### config.mk
export PLATFORM = sky130hd
export DESIGN_NAME = crs_fifo
export DESIGN_NICKNAME = d
export VERILOG_FILES = /design/src/hw/rtl/crs_pkg.sv /design/src/hw/rtl/crs_fifo.sv
export SDC_FILE = /design/constraint.sdc
export NUM_CORES = 1
export LEC_CHECK = 0
export BUFFER_PORTS_ARGS = -buffer_cell sky130_fd_sc_hd__buf_4
export CAP_MARGIN = 20
export CELL_PAD_IN_SITES_DETAIL_PLACEMENT = 1
export CELL_PAD_IN_SITES_GLOBAL_PLACEMENT = 1
export CORE_MARGIN = 5
export CORE_UTILIZATION = 30
export CTS_CLUSTER_DIAMETER = 80
export CTS_CLUSTER_SIZE = 30
export DETAILED_ROUTE_END_ITERATION = 16
export PLACE_DENSITY = 0.52
export SKIP_CTS_REPAIR_TIMING = 1
export SYNTH_ARGS = -nofsm -noshare
export SYNTH_HDL_FRONTEND = slang
export SYNTH_SLANG_ARGS = --single-unit
export TNS_END_PERCENT = 50
### constraint.sdc
create_clock -name clk -period 5.32 [get_ports clk]
set_input_delay 0.798 -clock clk [delete_from_list [all_inputs] [get_ports clk]]
set_output_delay 0.798 -clock clk [all_outputs]
set_load 0.02 [all_outputs]
### src/hw/rtl/crs_pkg.sv
// Shared constants and types for the circle pair overlap resolver.
// No dependencies.
`timescale 1ns / 1ps
package crs_pkg;

  localparam int RAD_W      = 16;
  localparam int DIST_W     = RAD_W + 1;
  localparam int QUO_W      = RAD_W;
  localparam int NUM_W      = 2 * DIST_W;
  localparam int DIV_W      = DIST_W + 1;
  localparam int FIFO_DEPTH = 4;
  localparam int PTR_W      = $clog2(FIFO_DEPTH);
  localparam int CNT_W      = PTR_W + 1;

  typedef struct packed {
    logic touching;
    logic coincident;
  } crs_flags_t;

  // touching sits in bit 0
  typedef struct packed {
    logic clipped;
    logic coincident;
    logic touching;
  } crs_result_t;

endpackage

### src/hw/rtl/crs_fifo.sv
// Short register queue between the front and back parts of the resolver.
// Depends on crs_pkg.
`timescale 1ns / 1ps
module crs_fifo
  import crs_pkg::*;
#(
  parameter int W = 8
) (
  input  logic         clk,
  input  logic         rst_n,
  input  logic         push,
  input  logic [W-1:0] din,
  output logic         full,
  input  logic         pop,
  output logic         valid,
  output logic [W-1:0] dout
);

  logic [W-1:0]     mem [FIFO_DEPTH];
  logic [PTR_W-1:0] wr_ptr_r, wr_ptr_nxt;
  logic [PTR_W-1:0] rd_ptr_r, rd_ptr_nxt;
  logic [CNT_W-1:0] cnt_r, cnt_nxt;
  logic             do_push, do_pop;

  assign full    = (cnt_r == CNT_W'(FIFO_DEPTH));
  assign valid   = (cnt_r != '0);
  assign do_push = push && !full;
  assign do_pop  = pop && valid;
  assign dout    = mem[rd_ptr_r];

  always_comb begin
    wr_ptr_nxt = do_push ? PTR_W'(wr_ptr_r + 1'b1) : wr_ptr_r;
    rd_ptr_nxt = do_pop ? PTR_W'(rd_ptr_r + 1'b1) : rd_ptr_r;
    cnt_nxt    = cnt_r;
    if (do_push && !do_pop) begin
      cnt_nxt = CNT_W'(cnt_r + 1'b1);
    end else if (do_pop && !do_push) begin
      cnt_nxt = CNT_W'(cnt_r - 1'b1);
    end
  end

  always_ff @(posedge clk) begin
    if (!rst_n) begin
      wr_ptr_r <= '0;
      rd_ptr_r <= '0;
      cnt_r    <= '0;
    end else begin
      wr_ptr_r <= wr_ptr_nxt;
      rd_ptr_r <= rd_ptr_nxt;
      cnt_r    <= cnt_nxt;
    end
  end

  always_ff @(posedge clk) begin
    if (do_push) begin
      mem[wr_ptr_r] <= din;
    end
  end

endmodule

; ---- Word-level counts from Yosys, hierarchy flattened
; Memory sizes are Yosys's and may differ from the RTL's. A register that Yosys moved wholly into a read port is not among the register bits.
; Cells that the tools add are included.
[classes]
add_sub_neg = 4
eq_ne = 1
muxes = 6
reduce_logical = 9
[op_table]
columns = cell, n
row1 = 3-bit two-way mux, 2
row2 = 2-bit by 1-bit adder with 2-bit output (second input constant), 2
row3 = 1-bit logical AND, 4
row4 = 2-bit two-way mux, 2
row5 = 3-bit by 1-bit adder with 3-bit output (second input constant), 1
row6 = 3-bit equality test (second input constant), 1
row7 = 1-bit zero test, 3
row8 = 3-bit nonzero test, 1
row9 = 3-bit by 1-bit subtractor with 3-bit output (second input constant), 1
row10 = 1-bit two-way mux, 2
row11 = 2-bit nonzero test, 1
[totals]
reg_bits = 7
ramBits = 32
input_bits = 12
output_inout_bits = 10
wordCells = 24
memories = 1
[mem_list]
columns = memory, depth, width, rd, rd_clocked_by_memory_dff, wr, line
row1 = mem, 4, 8, 1, 1, 1, crs_fifo.sv:19  ; logic [W-1:0] mem [FIFO_DEPTH];

; ---- Logic depth before layout (Yosys ltp)
[logic_depth]
word_depth = 7
depth_mapped = 9
mapped_depth_nobuf = 8

; ---- Least setup slack after synthesis
; No wires, ideal clock.
[synth_timing]
path_type = input -> register
from = input port push
to = register cnt_r[2]
setup_ns = 0.070
arrival_ns = 2.228
required_ns = 5.250
setup_slack_ns = 3.022
path_stages = 8
path_buffers = 1
cell_sequence = nor2b_1 -> buf_6 -> ha_1 -> inv_1 -> fa_1 -> xor2_1 -> or3_1 -> a21boi_1
[synth_via]
elab_chain_len = 4
elab_cells_between_ends = 6
classes_between = mux (1) / reduce/logical (5)
[synth_rtl]
columns = element, line
row1 = from (decl), crs_fifo.sv:11  ; input logic push,
row2 = 1-bit logical AND (*), crs_fifo.sv:27  ; assign do_push = push && !full;
row3 = via do_push, crs_fifo.sv:23  ; logic do_push, do_pop;
row4 = 1-bit zero test, crs_fifo.sv:37  ; end else if (do_pop && !do_push) begin
row5 = 1-bit logical AND, crs_fifo.sv:37
row6 = 2-bit nonzero test (no source line), --
row7 = to (signal assigned), crs_fifo.sv:50  ; cnt_r <= cnt_nxt;
row8 = to (decl), crs_fifo.sv:22  ; logic [CNT_W-1:0] cnt_r, cnt_nxt;
; Mark *: on every way through the listed nets, which the timed path passes. The rest lies on a longest branch.
; A chain may end at the register's enable or synchronous reset.

==> metrics.cfg <==
[outcome]
status=finished, final reports clean

[critical_path]
r2r_end=cnt_r[2]
crit_family=flip-flops
crit_path_start_kind=flop
r2r_start=cnt_r[0]
rr_worst_depth=8
cp.required_ps=4520
cp-end-kind=output pin
cp_cell_sequence=mux4_2 -> buf_4
slowest_stage=dfxtp_1
slowest_delay_ps=690
arrival_ps=1730
path_class=flop to output pin
path_buf_inv=1
rrSetupSlack_ps=2900
path_max_fanout=8

[timing]
fin_setup_tns_ps=0
rsz0062_at_grt=false
whs_ps=517
max_freq_mhz=395
slew_headroom_pct=61.9
finalMaxSlewViolations=0
finalCritPeriodShare_pct=47.6
worst_pin_slew_ps=571
finalSetupViolations=0
timing.final.crit_period_ps=2530
hold_viol_final=0
fin_skew_ps=7.33

[finish]
areaGrowthSynthToFinish_pct=20.1
drive_above_1_share_pct=33.0
multiInputGateArea_um2=465
seqCellArea_um2=1140
instances_no_fill=187
final_nets=132
fillCellCount=567
diodes=0

[die]
rows=27
dieArea_um2=7050
initial_utilization_pct=30.4
die_h_um=84.0
ios=22
die_x_um=84.0
design.core.area_um2=5410

[routing]
wire_per_inst_um=15.3
via_per_inst=4.39
drt_iter0_markers=35
vias=820
drtPass1Iterations=4
ant_nets=0
routed_wl_mm=2.87
drc=0

[global_route]
grt_pass1_wl_mm=4.54
antenna_found_initial=0
grt_usage_pct=8.49
overflow=0
grt_max_degree=13
grt_pass1_vias=899

[power_and_ir_drop]
power_density_nw_per_um2=482
switchingPower_uw=276
swShare_pct=29.0
irDropWorstVdd_mv=0.168
p_int_uw=674
p_seq_share_pct=46.5
power_uw=950
p_leak_nw=0.699
clkPwrFrac_pct=25.2
combinationalPowerShare_pct=28.3

[cts]
cts_buffers=5
clk_path_buf_depth=2
root_buffer=clkbuf_8
htree_num_levels=2
clk_latency_ps=290
clk_pin_slew_worst_paths_ps=80
cts_tree=done
cts_sinks=41

[job]
max_cap_violations=0

[hold_path]
whs_path_depth=2
hold_end=wr_ptr_r[0]
worstHoldPathType=flop to flop
worstHoldStart=wr_ptr_r[0]

[synth]
yosys.area_share.adder_pct=5.03
synth_top_family_by_area=multiplexers
ys_seq_area_share_pct=69.5
muxShareOfSynthArea_pct=12.8
synth_area_per_cell_um2=18.2
yosys.area_share.xor_xnor_pct=2.13
synth_seq_cells=41
synthSimpleGateAreaFrac_pct=6.33
yosysWarningCount=0
syn-num-nets=108
synthesis.area_um2=1640
syn_inst=90
synth_compound_area_share_pct=2.06
ys_types=23

[placement]
hpwl_mm=2.01
port_buffers=21
gp_congestion=0.678
place_inst=179

-- routing by layer --
| metal | GRT usage, % | wire length (um) |
|---|---|---|
| met1 | 9.91 | 1230 |
| met2 | 14.2 | 1500 |
| met3 | 3.16 | 117 |
| met4 | 3.22 | 20 |
| met5 | 0 | 0 |
-- worst register-to-register path, stage by stage (launching register included) --
cell and delay [ps]:
dfxtp_1 490, nor3b_2 90, nor2b_1 400, ha_1 270, inv_1 70, fa_1 380, xor2_1 190, or3_1 320
a21boi_1 140
-- metrics by stage --
stage	util (%)	instance area, um2	setup slack [ps]
final	36.5	1970	2790
after global routing	36.5	1970	2650
after CTS	36.5	1970	2730
after detailed placement	34.5	1870	2580
after global placement	34.5	1870	2710
after floorplan	-	1640	3020
-- kinds of logic after synthesis --
| logic type | count (synthesis) |
|---|---|
| muxes | 11 |
| buffers and inverters | 7 |
| DFF | 41 |
| adders and majority gates | 6 |
| and+or+nand+nor | 17 |
| xor gates and xnor gates | 4 |
| AOI/OAI and AO/OA | 4 |
-- synthesized netlist by cell type --
library cell	n	area, um2
xor2_1	1	8.76
buf_6	1	11.3
nand2_1	4	15.0
edfxtp_1	32	961
buf_1	1	3.75
xnor2_1	3	26.3
or3_2	1	7.51
fa_1	1	20.0
o311ai_1	1	8.76
a21boi_1	1	7.51
nor2b_1	2	12.5
mux2i_1	3	30.0
or3_1	1	6.26
ha_1	5	62.6
o21ai_0	1	5.00
o31ai_2	1	12.5
clkbuf_1	1	3.75
nor3b_2	1	12.5
buf_2	1	5.00
inv_1	3	11.3
dfxtp_1	9	180
mux4_2	8	180
and2_1	8	50.1
-- worst max-delay path by stage --
stage	start	endpoint	slack, ps	depth (start not counted)
2_1_floorplan	push	cnt_r[2]	3020	8
4_1_cts	flop	dout[1]	2730	2
3_3_place_gp	push	cnt_r[2]	2710	8
6_report	flop	dout[0]	2790	2
3_5_place_dp	push	cnt_r[2]	2580	8
5_1_grt	flop	dout[1]	2650	2
-- power groups by stage --
stage	registers [mW]	logic, mW	clock network, mW
global placement	0.450	0.270	0
floorplan	0.421	0.206	0
CTS	0.444	0.276	0.249
finish	0.441	0.269	0.239
global route	0.451	0.290	0.261
detailed placement	0.451	0.275	0
-- flip-flops by register name, summed over array words and instances, names as in the netlist, named ones only --
signal,count
mem,32
rd_ptr_r,2
wr_ptr_r,2
cnt_r,3
-- final cells by class --
cell class	instances	area share (%)
clock buffer	6	3.68
clock inverter	2	1.71
tap	72	4.57
inverter	3	0.571
multi-input combinational	42	23.6
timing repair buffer	21	7.99
sequential	41	57.9
-- placed cells by master, fill, tap and decap left out, drive strengths merged --
master | netlist | layout
ha | 5 | 5
mux4 | 8 | 8
clkbuf | 1 | 6
nor2b | 2 | 2
xor2 | 1 | 1
o21ai | 1 | 1
mux2i | 3 | 3
dfxtp | 9 | 9
clkinv | 0 | 1
nand2 | 4 | 4
fa | 1 | 1
buf | 3 | 21
and2 | 8 | 8
xnor2 | 3 | 3
inv | 3 | 3
bufinv | 0 | 1
a21boi | 1 | 1
or3 | 2 | 2
o31ai | 1 | 1
nor3b | 1 | 1
edfxtp | 32 | 32
o311ai | 1 | 1
(Power assumes the default switching activity.)
